**config.mk**
```make
export PLATFORM = sky130hd
export DESIGN_NAME = ppc_relocation_patcher_unit
export DESIGN_NICKNAME = d
export VERILOG_FILES = /design/src/design/ppc_rp_pkg.sv /design/src/design/ppc_relocation_patcher_unit.sv /design/src/design/ppc_rp_datapath.sv /design/src/design/ppc_rp_control.sv
export SDC_FILE = /design/constraint.sdc
export NUM_CORES = 1
export LEC_CHECK = 0
export BUFFER_PORTS_ARGS = -buffer_cell sky130_fd_sc_hd__buf_2
export CAP_MARGIN = 0
export CORE_ASPECT_RATIO = 1.25
export CORE_UTILIZATION = 40
export DETAILED_ROUTE_END_ITERATION = 6
export GPL_TIMING_DRIVEN = 0
export PLACE_DENSITY = 0.69
export SETUP_SLACK_MARGIN = 0.1
export SYNTH_ARGS = -nofsm -noshare
export SYNTH_HDL_FRONTEND = slang
export SYNTH_SLANG_ARGS = --single-unit
```
**constraint.sdc**
```tcl
create_clock -name clock -period 12.3 [get_ports clock]
set_input_delay 2.46 -clock clock [delete_from_list [all_inputs] [get_ports clock]]
set_output_delay 2.46 -clock clock [all_outputs]
set_load 0.02 [all_outputs]
```
**src/design/ppc_rp_pkg.sv**
```systemverilog
// Shared types and constants for the PowerPC relocation patcher.
// Holds the channel payload structs, opcode/status/register codes and stub words.
// No dependencies; every other design file imports this package.
package ppc_rp_pkg;

   // Relocation opcodes
   localparam logic [3:0] OP_NONE   = 4'd0;
   localparam logic [3:0] OP_ADDR32 = 4'd1;
   localparam logic [3:0] OP_LO     = 4'd2;
   localparam logic [3:0] OP_HI     = 4'd3;
   localparam logic [3:0] OP_HA     = 4'd4;
   localparam logic [3:0] OP_DTPMOD = 4'd5;
   localparam logic [3:0] OP_DTPREL = 4'd6;
   localparam logic [3:0] OP_REL_HA = 4'd7;
   localparam logic [3:0] OP_REL_HI = 4'd8;
   localparam logic [3:0] OP_REL_LO = 4'd9;
   localparam logic [3:0] OP_REL14  = 4'd10;
   localparam logic [3:0] OP_REL24  = 4'd11;

   // Result status codes
   localparam logic [2:0] STS_OK          = 3'd0;
   localparam logic [2:0] STS_UNSUPPORTED = 3'd1;
   localparam logic [2:0] STS_REL14_RANGE = 3'd2;
   localparam logic [2:0] STS_MISALIGNED  = 3'd3;
   localparam logic [2:0] STS_SIGN_BITS   = 3'd4;
   localparam logic [2:0] STS_NO_POOL     = 3'd5;
   localparam logic [2:0] STS_POOL_FULL   = 3'd6;
   localparam logic [2:0] STS_TRAMP_FAR   = 3'd7;

   // Configuration register indexes
   localparam logic [1:0] CSR_TRAMP_BASE   = 2'd0;
   localparam logic [1:0] CSR_TRAMP_STRIDE = 2'd1;
   localparam logic [1:0] CSR_SLOTS_IN_USE = 2'd2;

   localparam logic [31:0] TRAMP_BASE_RESET   = 32'd0;
   localparam logic [8:0]  TRAMP_STRIDE_RESET = 9'd20;
   localparam logic [6:0]  SLOTS_RESET        = 7'd0;

   // Branch reach limits and field masks
   localparam logic signed [31:0] REACH14 = 32'sh0000_7FFC;
   localparam logic signed [31:0] REACH24 = 32'sh01FF_FFFC;
   localparam logic [31:0] HA_ROUND   = 32'h0000_8000;
   localparam logic [31:0] KEEP14     = 32'hFFBF_0003;
   localparam logic [31:0] DISP14     = 32'h0000_FFFC;
   localparam logic [31:0] KEEP24     = 32'hFC00_0003;
   localparam logic [31:0] DISP24     = 32'h03FF_FFFC;

   // Trampoline stub: lis r11 / ori r11 / mtctr r11 / bctr
   localparam logic [31:0] STUB_LIS   = 32'h3D60_0000;
   localparam logic [31:0] STUB_ORI   = 32'h616B_0000;
   localparam logic [31:0] STUB_MTCTR = 32'h7D69_03A6;
   localparam logic [31:0] STUB_BCTR  = 32'h4E80_0420;
   localparam logic [2:0]  STUB_BEATS = 3'd4;

   typedef struct packed {
      logic [3:0]         opcode;
      logic [31:0]        offset;
      logic signed [31:0] addend;
      logic [31:0]        section_base;
      logic [31:0]        symbol_address;
      logic [31:0]        target_word;
      logic               fixed_kind;
   } req_type;

   typedef struct packed {
      logic        write_enable;
      logic [31:0] write_address;
      logic [31:0] write_data;
      logic        write_halfword;
      logic [2:0]  status;
      logic        last;
   } rsp_type;

   // Controller to datapath
   typedef struct packed {
      logic       capture;
      logic       eval1;
      logic       eval2;
      logic       load_out;
      logic       claim;
      logic [2:0] beat_idx;
   } cmd_type;

   // Datapath to controller
   typedef struct packed {
      logic use_stubs;
   } dp_status_type;

   typedef enum logic [3:0] {
      ST_IDLE  = 4'b0001,
      ST_EVAL1 = 4'b0010,
      ST_EVAL2 = 4'b0100,
      ST_EMIT  = 4'b1000
   } state_type;

endpackage

```
**src/design/ppc_relocation_patcher_unit.sv**
```systemverilog
// Top level of the PowerPC relocation patcher.
// Instantiates ppc_rp_control and ppc_rp_datapath; types from ppc_rp_pkg.
//
// Usage:
//  - req channel (valid/ready) takes one relocation entry per beat; rsp
//    channel (valid/ready) returns the memory writes that patch it, with
//    last set on the final beat of each entry.
//  - csr port: write csr_wdata to register csr_index when csr_we is high
//    (0 trampoline base, 1 slot stride, 2 slots provided). Write only while idle.
//  - One entry is handled at a time. The first result beat is loaded after
//    the entry is accepted, once the evaluation states EVAL1 and EVAL2 have
//    done the distance and trampoline address adds, into the result
//    register; req_ready returns the cycle after the last beat loads.
//    A plain entry gives one beat; a trampolined 24-bit branch gives four
//    stub beats plus the branch beat.
//  - A stalled receiver holds the result register; the sequencer waits
//    with the next beat until the register frees up.
//  - Reset returns the sequencer to idle, empties the result register,
//    loads the default registers and marks every trampoline slot free
//    (the pool count returns to zero in the same cycle).
module ppc_relocation_patcher_unit #(
   parameter int NUM_SLOTS = 64
) (
   input  logic                clock,
   input  logic                reset,
   input  logic                req_valid,
   output logic                req_ready,
   input  ppc_rp_pkg::req_type req_data,
   output logic                rsp_valid,
   input  logic                rsp_ready,
   output ppc_rp_pkg::rsp_type rsp_data,
   input  logic                csr_we,
   input  logic [1:0]          csr_index,
   input  logic [31:0]         csr_wdata
);
   import ppc_rp_pkg::*;

   cmd_type       cmd;
   dp_status_type sts;

   // Sequencer: idle -> EVAL1 -> EVAL2 -> one beat per free output slot
   ppc_rp_control u_control (
      .clock     (clock),
      .reset     (reset),
      .req_valid (req_valid),
      .req_ready (req_ready),
      .rsp_valid (rsp_valid),
      .rsp_ready (rsp_ready),
      .sts       (sts),
      .cmd       (cmd)
   );

   // Arithmetic, pool count, configuration and result register
   ppc_rp_datapath #(
      .NUM_SLOTS (NUM_SLOTS)
   ) u_datapath (
      .clock     (clock),
      .reset     (reset),
      .req_data  (req_data),
      .cmd       (cmd),
      .sts       (sts),
      .rsp_data  (rsp_data),
      .csr_we    (csr_we),
      .csr_index (csr_index),
      .csr_wdata (csr_wdata)
   );

endmodule

```
**src/design/ppc_rp_datapath.sv**
```systemverilog
// Datapath of the relocation patcher: entry registers, address arithmetic,
// trampoline pool count, configuration registers and the result register.
// Depends on ppc_rp_pkg.
module ppc_rp_datapath #(
   parameter int NUM_SLOTS = 64
) (
   input  logic                         clock,
   input  logic                         reset,
   input  ppc_rp_pkg::req_type          req_data,
   input  ppc_rp_pkg::cmd_type          cmd,
   output ppc_rp_pkg::dp_status_type    sts,
   output ppc_rp_pkg::rsp_type          rsp_data,
   input  logic                         csr_we,
   input  logic [1:0]                   csr_index,
   input  logic [31:0]                  csr_wdata
);
   import ppc_rp_pkg::*;

   localparam int CW = $clog2(NUM_SLOTS + 1);
   localparam int XW = (CW > 7) ? CW : 7;
   localparam int PW = CW + 9;

   logic [31:0] tbase_ff;
   logic [8:0]  stride_ff;
   logic [6:0]  slots_ff;
   logic [CW-1:0] fill_ff, fill_in;

   logic [3:0]  op_ff;
   logic [31:0] addend_ff, tw_ff, target_ff, value_ff, prod_ff;
   logic [31:0] rel_ff, saddr_ff, at_ff, ndist_ff;
   rsp_type     rsp_data_ff, beat;

   logic [PW-1:0] prod_w;
   logic [XW-1:0] slots_x, limit_x, n_eff, fill_x;
   logic          no_pool, pool_full, far24, tramp_far, range14_bad;
   logic [31:0]   r24, ha_val, ha_rel;
   rsp_type       fin, stub;

   assign prod_w = fill_ff * stride_ff;

   // Configuration registers
   always_ff @(posedge clock) begin
      if (reset) begin
         tbase_ff  <= TRAMP_BASE_RESET;
         stride_ff <= TRAMP_STRIDE_RESET;
         slots_ff  <= SLOTS_RESET;
      end else if (csr_we) begin
         case (csr_index)
            CSR_TRAMP_BASE:   tbase_ff  <= csr_wdata;
            CSR_TRAMP_STRIDE: stride_ff <= csr_wdata[8:0];
            CSR_SLOTS_IN_USE: slots_ff  <= csr_wdata[6:0];
            default: ;
         endcase
      end
   end

   // Slots are never freed and always claimed lowest first, so the claimed
   // set is a prefix of the pool: a fill count is the whole slot table.
   assign fill_in = cmd.claim ? fill_ff + CW'(1) : fill_ff;

   always_ff @(posedge clock) begin
      if (reset) begin
         fill_ff <= '0;
      end else begin
         fill_ff <= fill_in;
      end
   end

   always_ff @(posedge clock) begin
      if (cmd.capture) begin
         op_ff     <= req_data.opcode;
         addend_ff <= req_data.addend;
         tw_ff     <= req_data.target_word;
         target_ff <= req_data.section_base + req_data.offset;
         value_ff  <= req_data.symbol_address + req_data.addend;
         prod_ff   <= 32'(prod_w);
      end
      if (cmd.eval1) begin
         rel_ff   <= value_ff - target_ff;
         saddr_ff <= tbase_ff + prod_ff;
         at_ff    <= addend_ff - target_ff;
      end
      if (cmd.eval2) begin
         ndist_ff <= saddr_ff + at_ff;
      end
      if (cmd.load_out) begin
         rsp_data_ff <= beat;
      end
   end

   assign slots_x   = XW'(slots_ff);
   assign limit_x   = XW'(NUM_SLOTS);
   assign n_eff     = (slots_x > limit_x) ? limit_x : slots_x;
   assign fill_x    = XW'(fill_ff);
   assign no_pool   = (n_eff == '0);
   assign pool_full = (fill_x >= n_eff);

   assign far24 = ($signed(rel_ff) > REACH24) || ($signed(rel_ff) < -REACH24);
   assign tramp_far = ($signed(ndist_ff) > REACH24) || ($signed(ndist_ff) < -REACH24);
   assign range14_bad = ($signed(rel_ff) > REACH14) || ($signed(rel_ff) < -REACH14);

   assign sts.use_stubs = (op_ff == OP_REL24) && far24 && !no_pool && !pool_full
                          && !tramp_far;
   assign r24    = sts.use_stubs ? ndist_ff : rel_ff;
   assign ha_val = value_ff + HA_ROUND;
   assign ha_rel = rel_ff + HA_ROUND;

   // Final beat of an entry
   always_comb begin
      fin = '0;
      fin.last = 1'b1;
      case (op_ff)
         OP_NONE, OP_DTPMOD: fin.status = STS_OK;
         OP_ADDR32, OP_DTPREL: begin
            fin.write_enable  = 1'b1;
            fin.write_address = target_ff;
            fin.write_data    = value_ff;
         end
         OP_LO, OP_HI, OP_HA, OP_REL_HA, OP_REL_HI, OP_REL_LO: begin
            fin.write_enable   = 1'b1;
            fin.write_address  = target_ff;
            fin.write_halfword = 1'b1;
            case (op_ff)
               OP_LO:     fin.write_data = {16'h0, value_ff[15:0]};
               OP_HI:     fin.write_data = {16'h0, value_ff[31:16]};
               OP_HA:     fin.write_data = {16'h0, ha_val[31:16]};
               OP_REL_HA: fin.write_data = {16'h0, ha_rel[31:16]};
               OP_REL_HI: fin.write_data = {16'h0, rel_ff[31:16]};
               default:   fin.write_data = {16'h0, rel_ff[15:0]};
            endcase
         end
         OP_REL14: begin
            if (range14_bad) begin
               fin.status = STS_REL14_RANGE;
            end else if (rel_ff[1:0] != 2'b00) begin
               fin.status = STS_MISALIGNED;
            end else if (rel_ff[31:15] != {17{rel_ff[31]}}) begin
               fin.status = STS_SIGN_BITS;
            end else begin
               fin.write_enable  = 1'b1;
               fin.write_address = target_ff;
               fin.write_data    = (tw_ff & KEEP14) | (rel_ff & DISP14);
            end
         end
         OP_REL24: begin
            if (far24 && no_pool) begin
               fin.status = STS_NO_POOL;
            end else if (far24 && pool_full) begin
               fin.status = STS_POOL_FULL;
            end else if (far24 && tramp_far) begin
               fin.status = STS_TRAMP_FAR;
            end else if (r24[1:0] != 2'b00) begin
               fin.status = STS_MISALIGNED;
            end else if (r24[31:25] != {7{r24[31]}}) begin
               fin.status = STS_SIGN_BITS;
            end else begin
               fin.write_enable  = 1'b1;
               fin.write_address = target_ff;
               fin.write_data    = (tw_ff & KEEP24) | (r24 & DISP24);
            end
         end
         default: fin.status = STS_UNSUPPORTED;
      endcase
   end

   // Stub words, one per beat
   always_comb begin
      stub = '0;
      stub.write_enable  = 1'b1;
      stub.write_address = saddr_ff + {27'd0, cmd.beat_idx[1:0], 3'd0} / 32'd2;
      case (cmd.beat_idx[1:0])
         2'd0:    stub.write_data = STUB_LIS | {16'h0, value_ff[31:16]};
         2'd1:    stub.write_data = STUB_ORI | {16'h0, value_ff[15:0]};
         2'd2:    stub.write_data = STUB_MTCTR;
         default: stub.write_data = STUB_BCTR;
      endcase
   end

   assign beat     = (sts.use_stubs && !cmd.beat_idx[2]) ? stub : fin;
   assign rsp_data = rsp_data_ff;

endmodule

```
**src/design/ppc_rp_control.sv**
```systemverilog
// Controller of the relocation patcher: sequences capture, evaluation and
// result beats, and owns the result valid flag. Depends on ppc_rp_pkg.
module ppc_rp_control (
   input  logic                      clock,
   input  logic                      reset,
   input  logic                      req_valid,
   output logic                      req_ready,
   output logic                      rsp_valid,
   input  logic                      rsp_ready,
   input  ppc_rp_pkg::dp_status_type sts,
   output ppc_rp_pkg::cmd_type       cmd
);
   import ppc_rp_pkg::*;

   state_type  state_ff, state_in;
   logic [2:0] beat_ff, beat_in;
   logic       rsp_valid_ff, rsp_valid_in;
   logic       out_free, final_beat;

   assign out_free   = !rsp_valid_ff || rsp_ready;
   assign final_beat = !sts.use_stubs || (beat_ff == STUB_BEATS);

   always_comb begin
      cmd          = '0;
      cmd.beat_idx = beat_ff;
      state_in     = state_ff;
      beat_in      = beat_ff;
      req_ready    = 1'b0;
      case (state_ff)
         ST_IDLE: begin
            req_ready = 1'b1;
            if (req_valid) begin
               cmd.capture = 1'b1;
               state_in    = ST_EVAL1;
            end
         end
         ST_EVAL1: begin
            cmd.eval1 = 1'b1;
            state_in  = ST_EVAL2;
         end
         ST_EVAL2: begin
            cmd.eval2 = 1'b1;
            beat_in   = 3'd0;
            state_in  = ST_EMIT;
         end
         ST_EMIT: begin
            if (out_free) begin
               cmd.load_out = 1'b1;
               if (final_beat) begin
                  cmd.claim = sts.use_stubs;
                  state_in  = ST_IDLE;
               end else begin
                  beat_in = beat_ff + 3'd1;
               end
            end
         end
         default: state_in = ST_IDLE;
      endcase
   end

   assign rsp_valid_in = cmd.load_out || (rsp_valid_ff && !rsp_ready);

   always_ff @(posedge clock) begin
      if (reset) begin
         state_ff     <= ST_IDLE;
         beat_ff      <= 3'd0;
         rsp_valid_ff <= 1'b0;
      end else begin
         state_ff     <= state_in;
         beat_ff      <= beat_in;
         rsp_valid_ff <= rsp_valid_in;
      end
   end

   assign rsp_valid = rsp_valid_ff;

endmodule

```
Yosys cells after proc, flatten, opt, wreduce, memory -nomap -nowiden
Cells that the tools add are included.
{ "totals": {"output_inout_bits": 72, "regBits": 409, "ram_bits": 0, "latchBits": 0, "inputBits": 204, "mem_bits_ro": 0, "elab_cells": 147, "memories": 0} }
{ "classes": {"mul": 1, "reduce_logical": 37, "n_eq_ne": 26, "shift": 0, "magnitude_cmp": 8, "div_mod_pow": 0, "bitwise_logic": 2, "add_sub_neg": 11, "mux": 39} }
{ "ops": {"columns": ["op", "count"], "rows": [
  ["two-way mux 65 bit", 8],
  ["case mux 65 bit (4 select lines)", 1],
  ["adder 32 bit", 3],
  ["case mux 31 bit (3 select lines)", 1],
  ["case mux 16 bit (5 select lines)", 1],
  ["two-way mux 69 bit", 1],
  ["adder 32 x 16 -> 32 bit (second input constant)", 2],
  ["greater-than comparator 32 x 26 -> 1 bit (second input constant)", 2],
  ["< comparator 32 x 26 -> 1 bit (second input constant)", 2],
  ["subtractor 32 bit", 2],
  ["adder 32 x 16 -> 32 bit", 1],
  ["adder 32 x 4 -> 32 bit", 1],
  ["greater-than comparator 32 x 16 -> 1 bit (second input constant)", 1],
  ["< comparator 32 x 16 -> 1 bit (second input constant)", 1],
  ["two-way mux 32 bit", 1],
  ["OR 32 x 16 -> 32 bit", 1],
  ["OR 32 x 26 -> 32 bit", 1],
  ["two-way mux 3 bit", 10],
  ["== test 4 x 3 -> 1 bit (second input constant)", 5],
  ["== test 4 bit (second input constant)", 5],
  ["multiplier 7 x 9 -> 16 bit", 1],
  ["!= test 16 bit", 1],
  ["case mux 4 bit (4 select lines)", 1],
  ["== test 4 x 2 -> 1 bit (second input constant)", 3],
  ["other kinds (29)", 68]
]} }

Logic depth before layout (Yosys ltp)
{ "depth": {"ltp_word": 16, "mapped_depth": 19, "ltp_nobuf": 18} }

By module
A second synthesis with hierarchy kept.
{ "unflattened": {"cells_unflattened": 2573, "hier_area_um2": 26396.6} }
{ "modules_own_cells": {"columns": ["module", "seq_area_each_um2", "instances", "area_each_um2", "cells_each"], "rows": [
  ["ppc_rp_datapath", 11040.6, 1, 25951.1, 2524],
  ["ppc_rp_control", 160.2, 1, 445.4, 49]
]} }

Worst setup path before layout
OpenSTA, ideal clock, no wires.
{ "synth_path": {"path_type": "flip-flop to flip-flop", "startpoint": "register u_control.state_ff[1]", "endpoint": "register u_datapath.at_ff[0], enable pin", "slack_ps": 1106, "path_buffers": 0, "stages_incl_launch_ff": 2, "t_required_ps": 11473, "period_less_slack_ps": 11194, "setup_ps": 827, "t_arrival_ps": 10367, "path_cell_list": "dfxtp_1 > nor4b_1"} }
{ "synth_between": {"elab_chain_cells": 2} }
{ "synth_rtl": {"columns": ["element", "line_no", "text"], "rows": [
  ["start, declared", "ppc_rp_control.sv:15", "state_type state_ff, state_in;"],
  ["start signal, assigned", "ppc_rp_control.sv:69", "state_ff <= state_in;"],
  ["== test 4 x 2 -> 1 bit", "ppc_rp_control.sv:29", "case (state_ff)"],
  ["two-way mux 1 bit", "ppc_rp_control.sv:29", null],
  ["end signal, assigned", "ppc_rp_datapath.sv:81", "at_ff <= addend_ff - target_ff;"],
  ["end, declared", "ppc_rp_datapath.sv:30", "logic [31:0] rel_ff, saddr_ff, at_ff, ndist_ff;"]
]} }
Every way passes these cells.
A chain may end at the register's enable or synchronous reset.

Worst setup path in the final report
{ "layout_path": {"startpoint": "input req_data[99] (netlist name)", "endpoint": "register u_datapath.value_ff[31], data pin"} }
{ "layout_between": {"elab_chain_cells": 1} }
{ "layout_rtl": {"columns": ["element", "line_no", "text"], "rows": [
  ["start, declared", "ppc_relocation_patcher_unit.sv:28", "input ppc_rp_pkg::req_type req_data,"],
  ["adder 32 bit", "ppc_rp_datapath.sv:75", "value_ff <= req_data.symbol_address + req_data.addend;"],
  ["end signal, assigned", "ppc_rp_datapath.sv:75", null],
  ["end, declared", "ppc_rp_datapath.sv:29", "logic [31:0] addend_ff, tw_ff, target_ff, value_ff, prod_ff;"]
]} }
Every way passes these cells.

==> results.json <==
{
  "run_status": "finished with violations",
  "violations": "DRC",
  "final_layout_size_suffix_gt1_share_pct": 13.4,
  "cp_cell_sequence": "buf_2 -> ha_1 -> o21ai_0 -> o21bai_1 -> a21boi_0 -> o311ai_0 -> o21ai_0 -> a211oi_1 -> a21oi_1 -> a21oi_1 -> xnor2_1",
  "cts_tree": "yes",
  "ctsResizeCount": 0,
  "die_h_um": 291,
  "numCtsBuffers": 43,
  "area_growth_syn_to_layout_pct": 14.6,
  "synthAdderAreaFrac_pct": 13.6,
  "port_buffers": 258,
  "fillers": 6285,
  "final_antenna_net_count": 0,
  "clock_path_buffers": 3,
  "grt_pass1_wl_um": 128000,
  "antenna_found_initial": 3,
  "grt_pass1_vias": 21700,
  "postCtsHoldBufs": 0,
  "synthTopCellsByCount": "edfxtp_1, nand2_1, ha_1",
  "synthSimpleGateAreaFrac_pct": 14.9,
  "hold_violations": 0,
  "dieArea_sq_um": 68000,
  "route.detailed.drc": 28,
  "ys_warn_count": 0,
  "viasPerCell": 5.74,
  "placed_cells": 3768,
  "instances_no_fill": 3850,
  "die_w_um": 233,
  "synth_cell_types": 91,
  "critical_path_arrival_ps": 5640,
  "synth.largest_area_cell": "edfxtp_1",
  "synthesis.nets": 3105,
  "max_cap_viol_count": 0,
  "reg2regPathDepth": 18,
  "grt_usage_pct": 25.2,
  "finClkSkew_ps": 17.1,
  "fin_area_sq_um": 30700,
  "yosysSeqAreaShare_pct": 41.8,
  "dpl_cell_area_sq_um": 29400,
  "wl_um": 86400,
  "synth_compound_area_share_pct": 17.7,
  "clkTransAtPathRegs_ps": 60,
  "yosys-top-cells-area": "edfxtp_1, ha_1, xnor2_1, dfxtp_1, a21oi_1",
  "core_area_sq_um": 66000,
  "crit_path_start_kind": "input pin",
  "synth_async_sr_flop_share_pct": 0,
  "worstMarginPinSlew_ps": 1440,
  "root_buffer": "clkbuf_16",
  "synthXorXnorAreaFrac_pct": 7.06,
  "synth_edf_count": 331,
  "drtIter0Drc": 1896,
  "overflow": 0,
  "vias": 22100,
  "ir_drop_uv": 83.6,
  "synth_top_family_by_area": "compound AO/OA/AOI/OAI gates",
  "avgSynthCellArea_sq_um": 10.2,
  "hpwl_um": 69300,
  "rsz0062_at_grt": "no",
  "syn-instance-count": 2635,
  "rows": 105,
  "slowest_stage": "o311ai_0",
  "postCtsSetupBuffers": 0,
  "power-per-cell-area_nw_per_um2": 123,
  "gp_congestion": 1.02,
  "drt_first_pass_iters": 7,
  "cts.sinks": 394,
  "slew_viol_final": 0,
  "holdWs_ps": 459,
  "setup_viol": 0,
  "power.leakage_nw": 12.5,
  "slowest_delay_ps": 770,
  "synth.most_common_cell": "edfxtp_1",
  "cp-end-kind": "flop",
  "fin_nets": 3427,
  "path_class": "input pin to flop",
  "path_max_fanout": 4,
  "start_util_pct": 40.6,
  "fmax_ghz": 0.188,
  "synthMuxAreaShare_pct": 1.84,
  "worstHoldPathType": "flop to flop",
  "synth_top_area_share_pct": 37.1,
  "htreeDepth": 2,
  "synth_ff_type": "edfxtp_1",
  "cp.required_ps": 12630,
  "syn-cell-area_sq_um": 26800,
  "clk_latency_ps": 580,
  "synth-seq-cells": 394,
  "wl_per_cell_um": 22.5,
  "hold_depth": 2,
  "grt_max_degree": 64,
  "io_pins": 276,
  "slew_headroom_pct": 3.85,
  "min_period_over_period_pct": 43.2,
  "min_period_ps": 5310
}
==> critical path: cells and delay by family <==
family,cells,cell delay [ps]
adder cells (fa/ha/maj),1,340
buffers and inverters,1,110
XOR/XNOR,1,90
AO/OA/AOI/OAI,8,2630
==> registers in the layout, summed over array words and instances (netlist names), 9 cells and up <==
register and cells:
u_datapath.rsp_data 70, u_datapath.addend_ff 32, u_datapath.at_ff 32, u_datapath.ndist_ff 32, u_datapath.rel_ff 32, u_datapath.saddr_ff 32, u_datapath.target_ff 32, u_datapath.tbase_ff 32
u_datapath.value_ff 32, u_datapath.tw_ff 17, u_datapath.prod_ff 16, u_datapath.stride_ff 9
==> cell type report <==
| cell class | count | area (sq um) | area share [%] |
|---|---|---|---|
| diodes | 2 | 5.00 | 0.0163 |
| clock buffers | 55 | 1150 | 3.75 |
| plain buffers | 67 | 297 | 0.966 |
| well taps | 856 | 1070 | 3.49 |
| multi-input cells | 2029 | 14800 | 48.1 |
| flip-flops and latches | 394 | 11200 | 36.5 |
| repair buffers | 277 | 1480 | 4.82 |
| clock inverters | 25 | 190 | 0.619 |
| inverters | 145 | 547 | 1.78 |
==> power by group <==
group / leakage (nW) / switching [mW] / total, mW / internal (mW)
Sequential: 3.55 / 0.0802 / 1.65 / 1.57
Clock: 0.659 / 0.562 / 1.27 / 0.707
Combinational: 8.29 / 0.496 / 0.850 / 0.353
Total: 12.5 / 1.14 / 3.77 / 2.63
==> logic make-up after synthesis <==
kind of cell,Yosys count
simple gates,802
compound gates,696
fa+ha+maj,266
mux,49
flops,394
buf+inv,212
xor+xnor,216
==> placed cells by master (no fill, tap or decap), types with 13 or more instances in the layout <==
| cell | count |
|---|---|
| a21oi_1 | 196 |
| o21bai_1 | 24 |
| a21o_1 | 53 |
| o211ai_1 | 19 |
| fa_1 | 41 |
| nor3_1 | 67 |
| nor2_1 | 161 |
| and2_1 | 41 |
| a211oi_1 | 26 |
| nor4_1 | 21 |
| nor2b_1 | 29 |
| nand2b_1 | 32 |
| or3_1 | 16 |
| a31oi_1 | 22 |
| xor2_1 | 56 |
| edfxtp_1 | 331 |
| a22o_1 | 39 |
| xnor2_1 | 160 |
| buf_4 | 20 |
| a22oi_1 | 19 |
| a222oi_1 | 14 |
| a221oi_1 | 14 |
| buf_2 | 270 |
| and3_1 | 29 |
| dfxtp_1 | 63 |
| nand4_1 | 33 |
| nand2_1 | 237 |
| nand3_1 | 72 |
| clkbuf_1 | 56 |
| clkbuf_16 | 44 |
| o21ai_0 | 107 |
| ha_1 | 225 |
| inv_1 | 143 |
| o31a_1 | 13 |
| mux2i_1 | 47 |
| o21a_1 | 39 |
==> layer usage <==
metal / track usage [%] / share of wire, % / up-vias / routed length, um
li1: - / - / 10500 / -
met1: 29.7 / 39 / 10600 / 33900
met2: 44.6 / 50 / 778 / 42900
met3: 3.37 / 5.8 / 198 / 5010
met4: 12.6 / 5.3 / 2 / 4620
met5: 0 / 0.0093 / - / 8
==> metrics by stage <==
step           power (mW)  TNS [ps]  utilization, %  setup slack [ps]
6_report             3.77         0            46.6              6990
5_1_grt              3.93         0            46.6              6680
4_1_cts              3.78         0            46.6              7020
3_5_place_dp         2.51         0            44.5              6410
3_3_place_gp         2.51   -339040            44.2             -3480
2_1_floorplan        2.25         0               -              1110
==> worst paths after layout <==
path | from | to | slack, ps
hold reg to reg | u_datapath.tbase_ff[12]$_SDFFE_PP0P_ | u_datapath.tbase_ff[12]$_SDFFE_PP0P_ | 460
hold / removal | u_datapath.tbase_ff[12]$_SDFFE_PP0P_ | u_datapath.tbase_ff[12]$_SDFFE_PP0P_ | 460
setup / recovery | req_data[99] | u_datapath.value_ff[31]$_DFFE_PP_ | 6990
setup reg to reg | u_datapath.fill_ff[3]$_SDFFE_PP0P_ | u_datapath.prod_ff[14]$_DFFE_PP_ | 7080
No activity file was read; power rests on OpenSTA's default activity.
